File: config.mk
export PLATFORM = sky130hd
export DESIGN_NAME = lcdfb_queue
export DESIGN_NICKNAME = d
export VERILOG_FILES = /design/src/rtl/lcdfb_pkg.sv /design/src/rtl/lcdfb_queue.sv
export SDC_FILE = /design/constraint.sdc
export NUM_CORES = 1
export LEC_CHECK = 0
export ABC_AREA = 1
export BUFFER_PORTS_ARGS = -buffer_cell sky130_fd_sc_hd__buf_2
export CORE_MARGIN = 2
export CORE_UTILIZATION = 51
export DETAILED_ROUTE_END_ITERATION = 10
export PLACE_DENSITY = 0.82
export SKIP_LAST_GASP = 1
export SYNTH_ARGS = -nofsm -noshare
export SYNTH_HDL_FRONTEND = slang
export SYNTH_SLANG_ARGS = --single-unit
File: constraint.sdc
create_clock -name clk -period 3.5 [get_ports clk]
set_clock_uncertainty 0.15 [all_clocks]
set_input_delay 0.525 -clock clk [delete_from_list [all_inputs] [get_ports clk]]
set_output_delay 0.525 -clock clk [all_outputs]
set_load 0.01 [all_outputs]
File: src/rtl/lcdfb_pkg.sv
`timescale 1ns / 1ps
// ----------------------------------------------------------------------------
// lcdfb_pkg: shared types and constants for the LCD framebuffer refresh block
// Request codes, decoded command layout, sync bytes and nibble split helpers.
// ----------------------------------------------------------------------------
package lcdfb_pkg;

    localparam int SCREEN_WIDTH  = 128;
    localparam int SCREEN_HEIGHT = 64;

    localparam logic [2:0] FUNC_PIXEL   = 3'd0;
    localparam logic [2:0] FUNC_COMMAND = 3'd1;
    localparam logic [2:0] FUNC_DATA    = 3'd2;
    localparam logic [2:0] FUNC_REFRESH = 3'd3;
    localparam logic [2:0] FUNC_CURSOR  = 3'd4;

    localparam logic [7:0] SYNC_CMD  = 8'hF8;
    localparam logic [7:0] SYNC_DATA = 8'hFA;
    localparam logic [7:0] ADDR_BASE = 8'h80;

    localparam logic [3:0] LEN_SINGLE = 4'd2;
    localparam logic [3:0] LEN_PACKET = 4'd8;

    typedef enum logic [1:0] {
        OP_PIXEL,
        OP_SINGLE,
        OP_REFRESH
    } op_t;

    // One decoded request as it travels from the front end to the engine.
    typedef struct packed {
        op_t        op;
        logic [7:0] sync;
        logic [7:0] value;
        logic [7:0] word_addr;
        logic [4:0] bit_sel;
        logic       pix_on;
        logic [4:0] row;
    } cmd_t;

    function automatic logic [15:0] split_byte(input logic [7:0] b);
        return {b[7:4], 4'h0, b[3:0], 4'h0};
    endfunction

    function automatic logic [63:0] single_payload(input logic [7:0] b);
        return {split_byte(b), 48'h0};
    endfunction

    // The most significant byte of a stored word is the first byte on the screen.
    function automatic logic [63:0] packet_payload(input logic [31:0] w);
        return {split_byte(w[31:24]), split_byte(w[23:16]),
                split_byte(w[15:8]), split_byte(w[7:0])};
    endfunction

endpackage

File: src/rtl/lcdfb_queue.sv
`timescale 1ns / 1ps
// ----------------------------------------------------------------------------
// lcdfb_queue: command queue
// Small FIFO of decoded commands between the decoder and the frame engine.
// ----------------------------------------------------------------------------
module lcdfb_queue
    import lcdfb_pkg::*;
#(
    parameter int DEPTH = 2
)
(
    input  logic clk,
    input  logic rst_n,
    input  logic push,
    input  cmd_t push_data,
    output logic full,
    input  logic pop,
    output logic head_valid,
    output cmd_t head
);

    localparam int PW = (DEPTH > 1) ? $clog2(DEPTH) : 1;
    localparam int CW = $clog2(DEPTH + 1);

    cmd_t          entry_reg [DEPTH];
    logic [PW-1:0] wr_ptr_reg;
    logic [PW-1:0] wr_ptr_next;
    logic [PW-1:0] rd_ptr_reg;
    logic [PW-1:0] rd_ptr_next;
    logic [CW-1:0] count_reg;
    logic [CW-1:0] count_next;

    assign full       = (count_reg == CW'(DEPTH));
    assign head_valid = (count_reg != '0);
    assign head       = entry_reg[rd_ptr_reg];

    always_comb
    begin
        wr_ptr_next = wr_ptr_reg;
        rd_ptr_next = rd_ptr_reg;
        count_next  = count_reg;
        if (push)
        begin
            wr_ptr_next = (wr_ptr_reg == PW'(DEPTH - 1)) ? '0 : wr_ptr_reg + 1'b1;
        end
        if (pop)
        begin
            rd_ptr_next = (rd_ptr_reg == PW'(DEPTH - 1)) ? '0 : rd_ptr_reg + 1'b1;
        end
        if (push && !pop)
        begin
            count_next = count_reg + 1'b1;
        end
        else if (pop && !push)
        begin
            count_next = count_reg - 1'b1;
        end
    end

    always_ff @(posedge clk or negedge rst_n)
    begin
        if (!rst_n)
        begin
            wr_ptr_reg <= '0;
            rd_ptr_reg <= '0;
            count_reg  <= '0;
        end
        else
        begin
            wr_ptr_reg <= wr_ptr_next;
            rd_ptr_reg <= rd_ptr_next;
            count_reg  <= count_next;
        end
    end

    always_ff @(posedge clk)
    begin
        if (push)
        begin
            entry_reg[wr_ptr_reg] <= push_data;
        end
    end

    a_no_overflow: assert property (@(posedge clk) disable iff (!rst_n)
        push |-> (!full || pop))
        else $error("command queue written while full");

    a_no_underflow: assert property (@(posedge clk) disable iff (!rst_n)
        pop |-> head_valid)
        else $error("command queue read while empty");

    a_count_bound: assert property (@(posedge clk) disable iff (!rst_n)
        count_reg <= CW'(DEPTH))
        else $error("command queue count out of range");

endmodule

* Yosys cells after proc, flatten, opt, wreduce, memory -nomap -nowiden *
Memory sizes are Yosys's and may differ from the RTL's.
Index checks and enable logic that the tools add are counted.

word-level totals
  output and inout bits = 39
  input port bits = 41
  logic and storage cells = 21
  memories = 1
  bits in registers = 4
  memory bits (writable) = 74

cells by class
  muxes and demuxes = 6
  eq/ne operators = 1
  reduce and logical (&&, ||, !) cells = 6
  add/subtract/negate cells = 4

memory list
  memory     words  width  rd ports  clocked after Yosys merged registers in  wr ports  RTL line           source
  entry_reg  2      37     1         0                                        1         lcdfb_queue.sv:25  cmd_t entry_reg [DEPTH];

operators with widths
  kind                                                                number
  1-bit 2-to-1 mux                                                    4
  2-bit 2-to-1 mux                                                    2
  2-bit nonzero test                                                  2
  1-bit adder, second input constant                                  2
  2-bit by 1-bit adder with 2-bit output, second input constant       1
  2-bit == test, second input constant                                1
  1-bit logical AND                                                   2
  1-bit zero test                                                     2
  2-bit by 1-bit subtractor with 2-bit output, second input constant  1

* Logic depth before layout (Yosys ltp) *
  depth in word-level cells = 4
  mapped depth = 7
  depth with buffers taken out = 7

* Least setup slack after synthesis *
Ideal clock, no wire load.

  path type = input -> register
  start = input port push
  end = memory entry_reg[0][0] in the netlist's numbering (enable)
  cell stages on the path = 2
  buffers on the path = 0
  path slack = 0.795 ns
  setup time = 0.432 ns
  arrival time = 2.123 ns
  data required time = 2.918 ns
  cell sequence = inv_1 nor2_1

between the ends
  word-level cells in the longest chain between the ends = 2

ends and longest elaborated chain
  element                                 RTL line           source
  from (decl)                             lcdfb_queue.sv:14  input logic push,
  1-bit 2-to-1 mux                        lcdfb_queue.sv:78  if (push)
  1-bit 2-to-1 mux (implied by the code)  lcdfb_queue.sv:80  entry_reg[wr_ptr_reg] <= push_data;
  to (decl)                               lcdfb_queue.sv:25

Every way passes these cells.

==> metrics.txt <==
crit start category=flip-flop; total power=between 2 and 3 mW; max-cap viol count=0; clock buffers created by TritonCTS=9; GRT overflow=0; Starting Density=between 50% and 60%; most frequent cells in the layout=buf_2 (79), edfxtp_1 (74), mux2_4 (20); pre-CTS WS=1.20 ns; Mapped Nets=182; Die ar.=6430 um2; worst-margin pin slew=about 1.0 ns; Synth Cell Area=approximately 3000 um2; main combinational cell family by area after synthesis=multiplexers; most common cell after layout, fill and taps aside=buf_2; CTS Buffer Depth=2; Max-slew headroom=between 30% and 40%; delay-heaviest family, CP=flip-flops; Tcrit/Tclk final=between 70% and 80%; Worst EP arrival=1.95 ns; synth warn=0; post-synthesis mux area share=16.6%; Post-Synth Simple-Gate Area=1.40%; worst hold slack=~0.23 ns; port buffer count=just under 80; CP max stage cell=dfrtp_2; CP required=approximately 2.8 ns; Area Overhead vs Synth=22.8%; CTS root buffer=clkbuf_8; Antenna Nets Post-Route=0; Static Leak=~1.5 nW; max reg flops=74; CTS tree=built; CP max FO=38; status=completed; Worst Hold Class=in -> reg; number of cells after detailed placement=roughly 290; Final min period=2.63 ns; fmax=between 300 and 400 MHz; critical path capture point type=output port; antenna violations before repair=0; WP buf/inv=1; Die Width=about 80 um; Synth Area in Adders=less than 1%; Final Cell Area=3630 um2; DRC Markers=0; WS Path Type=reg -> out; H-Tree Depth=3; worst setup margin=~0.9 ns; power density cells=roughly 800 nW/um2; non-filler cells, final=between 300 and 400; Num Clock Sinks=78; Seq cells post-synth=a little under 80; Mapped Cells=140; crit-path max cell delay=approximately 1.0 ns; TNS Setup=0 ns; Fin. Hold Viols=0; post-synthesis cell type count=14; routed vias=1500; Final #Nets=between 200 and 300; routability congestion estimate=between 0.7 and 0.8; wire per inst=15.2 um; DP Wirelength=about 3100 um; fin util=65.6%; vias per cell=4.93; Syn Area/Cell=~21 um2; site row count=27; Placed Area=approximately 3400 um2; first-pass GRT wire length=just over 7000 um; drt first-iter violations=a little under 80; fraction of layout cells with a size suffix above 1=between 50 and 60%; I/O Pins=80; CP cell instances=mux2_2, buf_2; largest net degree at the start of global routing=39; Clock Latency Late Sink=around 0.32 ns; Core ar.=5540 um2; xor/xnor share of the synthesized area=less than 1%; VDD IR-drop max=0.526 mV; vias in the first global route=roughly 1600; n_diodes=0; Setup-failing EPs final=0; post-CTS setup buffers=0; die height=80.2 um; Hold Buf Count CTS=1; post-cts resize count=0; DR pass1 iterations=4; Slew Limit Fails=0; Routed WL=between 4000 and 5000 um; number of fill cells=416; Reg clk slew, reported paths=approximately 0.07 ns; Synth Area in Compound Gates=0%; post-synthesis sequential area ratio=approximately four fifths; RSZ-0062 raised after global routing=no; Total GRT Usage=between 10% and 20%
[synth_stat cells, drive strengths merged]
master,instances,area (um2)
dfrtp,4,100
inv,7,26.3
nand4,1,6.26
mux2,37,492
xnor2,1,8.76
nor2,2,7.51
nand2,6,22.5
edfxtp,74,2220
xor2,2,17.5
buf,4,38.8
ha,1,12.5
nand3,1,5.00
[power breakdown]
part	internal [mW]	switching (mW)
Sequential	1.24	0.158
Clock	0.390	0.284
Combinational	0.430	0.337
[area by class of cell]
cell class / count / area, um2 / area share, %
sequential: 78 / 2320 / 63.9
multi-input combinational: 51 / 579 / 15.9
timing repair buffer: 81 / 413 / 11.4
clock buffer: 9 / 124 / 3.41
tap: 72 / 90.1 / 2.48
clock inverter: 6 / 77.6 / 2.13
inverter: 7 / 26.3 / 0.723
[logic make-up (layout without fill, tap and decap cells)]
logic type | Yosys count | count (layout)
flip-flops | 78 | 78
multiplexers | 37 | 37
buffers and inverters | 11 | 103
AND/OR/NAND/NOR | 10 | 10
XOR/XNOR | 3 | 3
adder cells (fa/ha/maj) | 1 | 1
[worst paths after layout]
kind                               start          endpoint  slack [ns]  depth (start not counted)
max in group asynchronous          rst_n        rd_ptr_reg        2.68                          2
min in group asynchronous          rst_n      count_reg[0]        0.38                          2
setup reg to reg              wr_ptr_reg  entry_reg[1][25]        1.70                          3
hold reg to reg             count_reg[1]      count_reg[1]        0.35                          2
setup / recovery              rd_ptr_reg           head[8]        0.87                          2
hold / removal             push_data[21]  entry_reg[0][21]        0.23                          1
[metal layers]
layer	wire length, um	GRT usage [%]
met4	72	7.97
met5	0	0
met3	264	4.04
met2	2470	27.5
met1	1810	17.2
(Power assumes the default switching activity.)
