`src/rtl/lcdfb_pkg.sv`:
```
`timescale 1ns / 1ps
// ----------------------------------------------------------------------------
// lcdfb_pkg: shared types and constants for the LCD framebuffer refresh block
// Request codes, decoded command layout, sync bytes and nibble split helpers.
// ----------------------------------------------------------------------------
package lcdfb_pkg;

    localparam int SCREEN_WIDTH  = 128;
    localparam int SCREEN_HEIGHT = 64;

    localparam logic [2:0] FUNC_PIXEL   = 3'd0;
    localparam logic [2:0] FUNC_COMMAND = 3'd1;
    localparam logic [2:0] FUNC_DATA    = 3'd2;
    localparam logic [2:0] FUNC_REFRESH = 3'd3;
    localparam logic [2:0] FUNC_CURSOR  = 3'd4;

    localparam logic [7:0] SYNC_CMD  = 8'hF8;
    localparam logic [7:0] SYNC_DATA = 8'hFA;
    localparam logic [7:0] ADDR_BASE = 8'h80;

    localparam logic [3:0] LEN_SINGLE = 4'd2;
    localparam logic [3:0] LEN_PACKET = 4'd8;

    typedef enum logic [1:0] {
        OP_PIXEL,
        OP_SINGLE,
        OP_REFRESH
    } op_t;

    // One decoded request as it travels from the front end to the engine.
    typedef struct packed {
        op_t        op;
        logic [7:0] sync;
        logic [7:0] value;
        logic [7:0] word_addr;
        logic [4:0] bit_sel;
        logic       pix_on;
        logic [4:0] row;
    } cmd_t;

    function automatic logic [15:0] split_byte(input logic [7:0] b);
        return {b[7:4], 4'h0, b[3:0], 4'h0};
    endfunction

    function automatic logic [63:0] single_payload(input logic [7:0] b);
        return {split_byte(b), 48'h0};
    endfunction

    // The most significant byte of a stored word is the first byte on the screen.
    function automatic logic [63:0] packet_payload(input logic [31:0] w);
        return {split_byte(w[31:24]), split_byte(w[23:16]),
                split_byte(w[15:8]), split_byte(w[7:0])};
    endfunction

endpackage

```
`src/rtl/lcdfb_front.sv`:
```
`timescale 1ns / 1ps
// ----------------------------------------------------------------------------
// lcdfb_front: request decoder
// Accepts request words, drops those that have no effect, and turns the rest
// into decoded commands for the queue.
// ----------------------------------------------------------------------------
module lcdfb_front
    import lcdfb_pkg::*;
(
    input  logic       in_valid,
    output logic       in_ready,
    input  logic [2:0] func,
    input  logic [7:0] pos_x,
    input  logic [7:0] pos_y,
    input  logic       pixel_on,
    input  logic [7:0] byte_value,
    input  logic [4:0] gdram_row,
    input  logic       q_full,
    output logic       q_push,
    output cmd_t       q_data
);

    logic       keep;
    logic       in_range;
    logic [7:0] cursor_base;

    assign in_ready = !q_full;

    assign in_range = ({1'b0, pos_x} < 9'(SCREEN_WIDTH)) &&
                      ({1'b0, pos_y} < 9'(SCREEN_HEIGHT));

    assign cursor_base = ADDR_BASE | {3'b000, pos_y[0], pos_y[1], 3'b000};

    always_comb
    begin
        q_data           = '0;
        q_data.op        = OP_SINGLE;
        keep             = 1'b0;
        // Word address is line * 4 + x / 32; the bit within the word counts
        // down from the most significant end.
        q_data.word_addr = {pos_y[5:0], pos_x[6:5]};
        q_data.bit_sel   = ~pos_x[4:0];
        q_data.pix_on    = pixel_on;
        q_data.row       = gdram_row;
        case (func)
            FUNC_PIXEL:
            begin
                q_data.op = OP_PIXEL;
                keep      = in_range;
            end
            FUNC_COMMAND:
            begin
                q_data.sync  = SYNC_CMD;
                q_data.value = byte_value;
                keep         = 1'b1;
            end
            FUNC_DATA:
            begin
                q_data.sync  = SYNC_DATA;
                q_data.value = byte_value;
                keep         = 1'b1;
            end
            FUNC_REFRESH:
            begin
                q_data.op = OP_REFRESH;
                keep      = 1'b1;
            end
            FUNC_CURSOR:
            begin
                q_data.sync  = SYNC_CMD;
                q_data.value = cursor_base + pos_x;
                keep         = 1'b1;
            end
            default:
            begin
                keep = 1'b0;
            end
        endcase
    end

    assign q_push = in_valid && in_ready && keep;

endmodule

```
`config.mk`:
```
export PLATFORM = sky130hd
export DESIGN_NAME = lcdfb_front
export DESIGN_NICKNAME = d
export VERILOG_FILES = /design/src/rtl/lcdfb_pkg.sv /design/src/rtl/lcdfb_front.sv
export SDC_FILE = /design/constraint.sdc
export NUM_CORES = 1
export LEC_CHECK = 0
export BUFFER_PORTS_ARGS = -buffer_cell sky130_fd_sc_hd__buf_2
export CORE_UTILIZATION = 31
export DETAILED_ROUTE_END_ITERATION = 10
export PLACE_DENSITY = 0.89
export SYNTH_ARGS = -nofsm -noshare
export SYNTH_HDL_FRONTEND = slang
export SYNTH_SLANG_ARGS = --single-unit
export TNS_END_PERCENT = 100
```
`constraint.sdc`:
```
create_clock -name vclk -period 2.3
set_input_delay 0.345 -clock vclk [all_inputs]
set_output_delay 0.345 -clock vclk [all_outputs]
set_load 0.005 [all_outputs]
```
Word level (Yosys, flattened, before mapping)
Cells that the tools add are included.
W data, S select, Z words.
- add/sub/neg operators: 1
- order comparisons: 2
- eq/ne operators: 4
- multiplexer cells: 3
- bitwise gates (word level): 1
- reduce and logical (&&, ||, !) cells: 6
- operators by type and width (operator ; count):
    $pmux W16 S3 ; 1
    $add A8 B8 Y8 ; 1
    $lt A8 B7 Y1 const B ; 1
    $lt A8 B8 Y1 const B ; 1
    $eq A3 B2 Y1 const B ; 2
    $not A5 Y5 ; 1
    $pmux W2 S2 ; 1
    $reduce_or A4 Y1 ; 1
    $eq A3 B1 Y1 const B ; 1
    $eq A3 B3 Y1 const B ; 1
    $logic_and A1 B1 Y1 ; 3
    $logic_not A3 Y1 ; 1
    $pmux W1 S2 ; 1
    $logic_not A1 Y1 ; 1
- flip-flop bits (word level): 0
- bits of input ports: 35
- output and inout port bits: 39
- logic and storage cells: 17

Depth between registers and ports, before layout
- depth in word-level cells: 4
- depth in mapped cells: 5
- mapped depth without buffers: 5

Worst setup path after synthesis
OpenSTA, ideal clock, no wires.
- path kind: in2out
- start point: input port pos_x[3]
- end point: output port q_data[26] (netlist name)
- arrival time: 1.322 ns
- required time: 1.955 ns
- slack: 0.633 ns
- stages on the path: 5
- path buffers: 0
- cell sequence: ha_1 -> fa_1 -> nand3_1 -> xor2_1 -> a22o_1
- RTL lines (element ; line ; RTL):
    from (decl) ; lcdfb_front.sv:13 ; input logic [7:0] pos_x,
    to (decl) ; lcdfb_front.sv:20 ; output cmd_t q_data

==> reports/qor.yml <==
worstPathMaxFanout: 2
worstHoldStart: "pos_y[2]"
highest_layer: "met4"
setup_viol: 0
routed_wl_mm: 1.06
grt_pass1_wl_mm: 1.24
grt_setup_unrepaired: "false"
synth_area_leader_cell: "buf_4"
whs_path_depth: 0
power_density_nw_per_um2: 184
grt_overflow: 0
place_congestion: 0.548
diodes: 0
drc: 0
clock_buffers: 0
fin_setup_tns_ns: 0
cp_common_cell: "buf_2"
nets: 129
drv_cap: 0
cpMaxStageDelayCell: "fa_1"
fillCellCount: 152
ys_top_cells_by_area: "buf_4 34%, a22o_1 14%, inv_1 6.0%, ha_1 5.7%, fa_1 4.6%"
drv_slew: 0
post-cts-setup-buffer-count: 0
ctsResizeCount: 0
cp-start-kind: "input port"
fin_total_pwr_w: 0.000105
numPortBuffers: 52
met3_length_um: 104
hold_viol: 0
synthDistinctLibCells: 23
postCtsHoldBufs: 0
min_period_over_period: 0.847
p_comb_frac: 1.000
cp-end-kind: "primary output"
synth_cells: 56
whs_endpoint: "q_data[15]"
crit_type: "in2out"
seqPwrFrac: 0
io_pins: 74
via_per_inst: 4.64
p_sw_frac: 0.457
synth_area_sq_um: 437
fp.dieW_um: 39.5
start_util: 0.336
yosysMostFrequentCell: "buf_4"
seq_area_sq_um: 0
p_switching_w: 0.0000479
track_usage: 0.109
p_int_w: 0.0000569
ant_nets: 0
dp_hpwl_um: 947
dieHeight_um: 39.5
vias: 483
clockPowerShare: 0
layout-drive-gt1-share: 0.629
fmax_mhz: 513
outcome: "finished clean"
finalCriticalPeriod_ns: 1.95
syn_area_per_cell_sq_um: 7.80
drtIter0Drc: 2
hold_path.class: "in2out"
grt_pass1_vias: 299
cp_cell_sequence: "buf_2, ha_1, fa_1, nand3_1, xor2_1, a22o_1, buf_2"
dieArea_sq_um: 1560
seq_cells: 0
arrival_ns: 1.60
yosys-top-cells-count: "20 x buf_4, 7 x a22o_1, 7 x inv_1"
syn_to_final_growth_pct: 30.4
peakVddDrop_uv: 52.9
wl_met1_um: 363
synth_warnings: 0
detail_route.wl_per_cell_um: 10.1
critPathMaxStageDelay_ns: 0.41
yosysSeqAreaShare: 0
grt_max_degree: 11
floorplan.core_area_sq_um: 1300
required_ns: 1.96
met2_length_um: 550
synth_top_area_share: 0.344
antenna_found_initial: 0
leakage_nw: 0.374
drt-pass1-iter-count: 2
rows: 13
multi_input_area_sq_um: 264
cell families (layout without fill, tap and decap cells):
family | after synthesis | after routing | share of synthesized area
AND/OR/NAND/NOR | 11 | 11 | 0.218
buffers and inverters | 27 | 59 | 0.404
AO/OA/AOI/OAI | 11 | 11 | 0.206
XOR/XNOR | 3 | 3 | 0.0602
other | 1 | 2 | 0.00859
adder cells (fa/ha/maj) | 3 | 3 | 0.103
worst max path at each step:
| stage | start | to | slack (ns) | depth (start not counted) |
|---|---|---|---|---|
| final | pos_x[3] | q_data[26] | 0.35 | 7 |
| after global routing | pos_x[3] | q_data[26] | 0.28 | 7 |
| after CTS | pos_x[3] | q_data[26] | 0.36 | 7 |
| after detailed placement | pos_x[3] | q_data[26] | 0.37 | 7 |
| after global placement | pos_x[3] | q_data[26] | 0.39 | 7 |
| after floorplan | pos_x[3] | q_data[26] | 0.63 | 5 |
stage by stage:
step / hold slack [ns] / util / std cells / setup slack [ns] / instance area [sq um]
global placement: 0.690 / 0.438 / 104 / 0.389 / 569
detailed placement: 0.690 / 0.438 / 104 / 0.369 / 569
global route: 0.690 / 0.438 / 104 / 0.275 / 569
CTS: 0.690 / 0.438 / 104 / 0.359 / 569
floorplan: 0.717 / - / 57 / 0.633 / 440
finish: 0.690 / 0.438 / 104 / 0.351 / 569
cell usage in the layout, fill, tap and decap left out, drive strengths merged:
| master | synthesis | layout |
|---|---|---|
| a211o | 1 | 1 |
| nor4b | 1 | 1 |
| a22o | 7 | 7 |
| nand3 | 1 | 1 |
| xor2 | 2 | 2 |
| or4 | 1 | 1 |
| nor2 | 1 | 1 |
| xnor2 | 1 | 1 |
| o211a | 1 | 1 |
| a21oi | 1 | 1 |
| and4 | 1 | 1 |
| inv | 7 | 7 |
| nor3b | 2 | 2 |
| ha | 2 | 2 |
| nor3 | 1 | 1 |
| and3b | 1 | 1 |
| buf | 20 | 52 |
| o21ai | 1 | 1 |
| nand2b | 1 | 1 |
| or2 | 1 | 1 |
| conb | 1 | 2 |
| fa | 1 | 1 |
worst max-delay path, delay by kind of cell:
kind,cells,cell delay [ns]
and+or+nand+nor,1,0.13
AOI/OAI and AO/OA,1,0.13
xor gates and xnor gates,1,0.15
buffers and inverters,2,0.22
adders and majority gates,2,0.63
power groups by stage:
| stage | Sequential, W | Combinational [W] | Clock (W) |
|---|---|---|---|
| after floorplan | 0 | 0.0000750 | 0 |
| after global placement | 0 | 0.000104 | 0 |
| after detailed placement | 0 | 0.000106 | 0 |
| after CTS | 0 | 0.000106 | 0 |
| after global routing | 0 | 0.000120 | 0 |
| final | 0 | 0.000105 | 0 |
cell type report:
class	instances	share of cell area
Inverter	7	0.0462
Multi-Input combinational cell	30	0.464
Tap cell	15	0.0330
Timing Repair Buffer	52	0.457
routing by layer:
layer | vias up | track usage
li1 | 241 | -
met5 | - | 0
met3 | 8 | 0
met4 | 0 | 0.0431
met1 | 204 | 0.144
met2 | 30 | 0.184
Power figures use the tool's default switching activity.
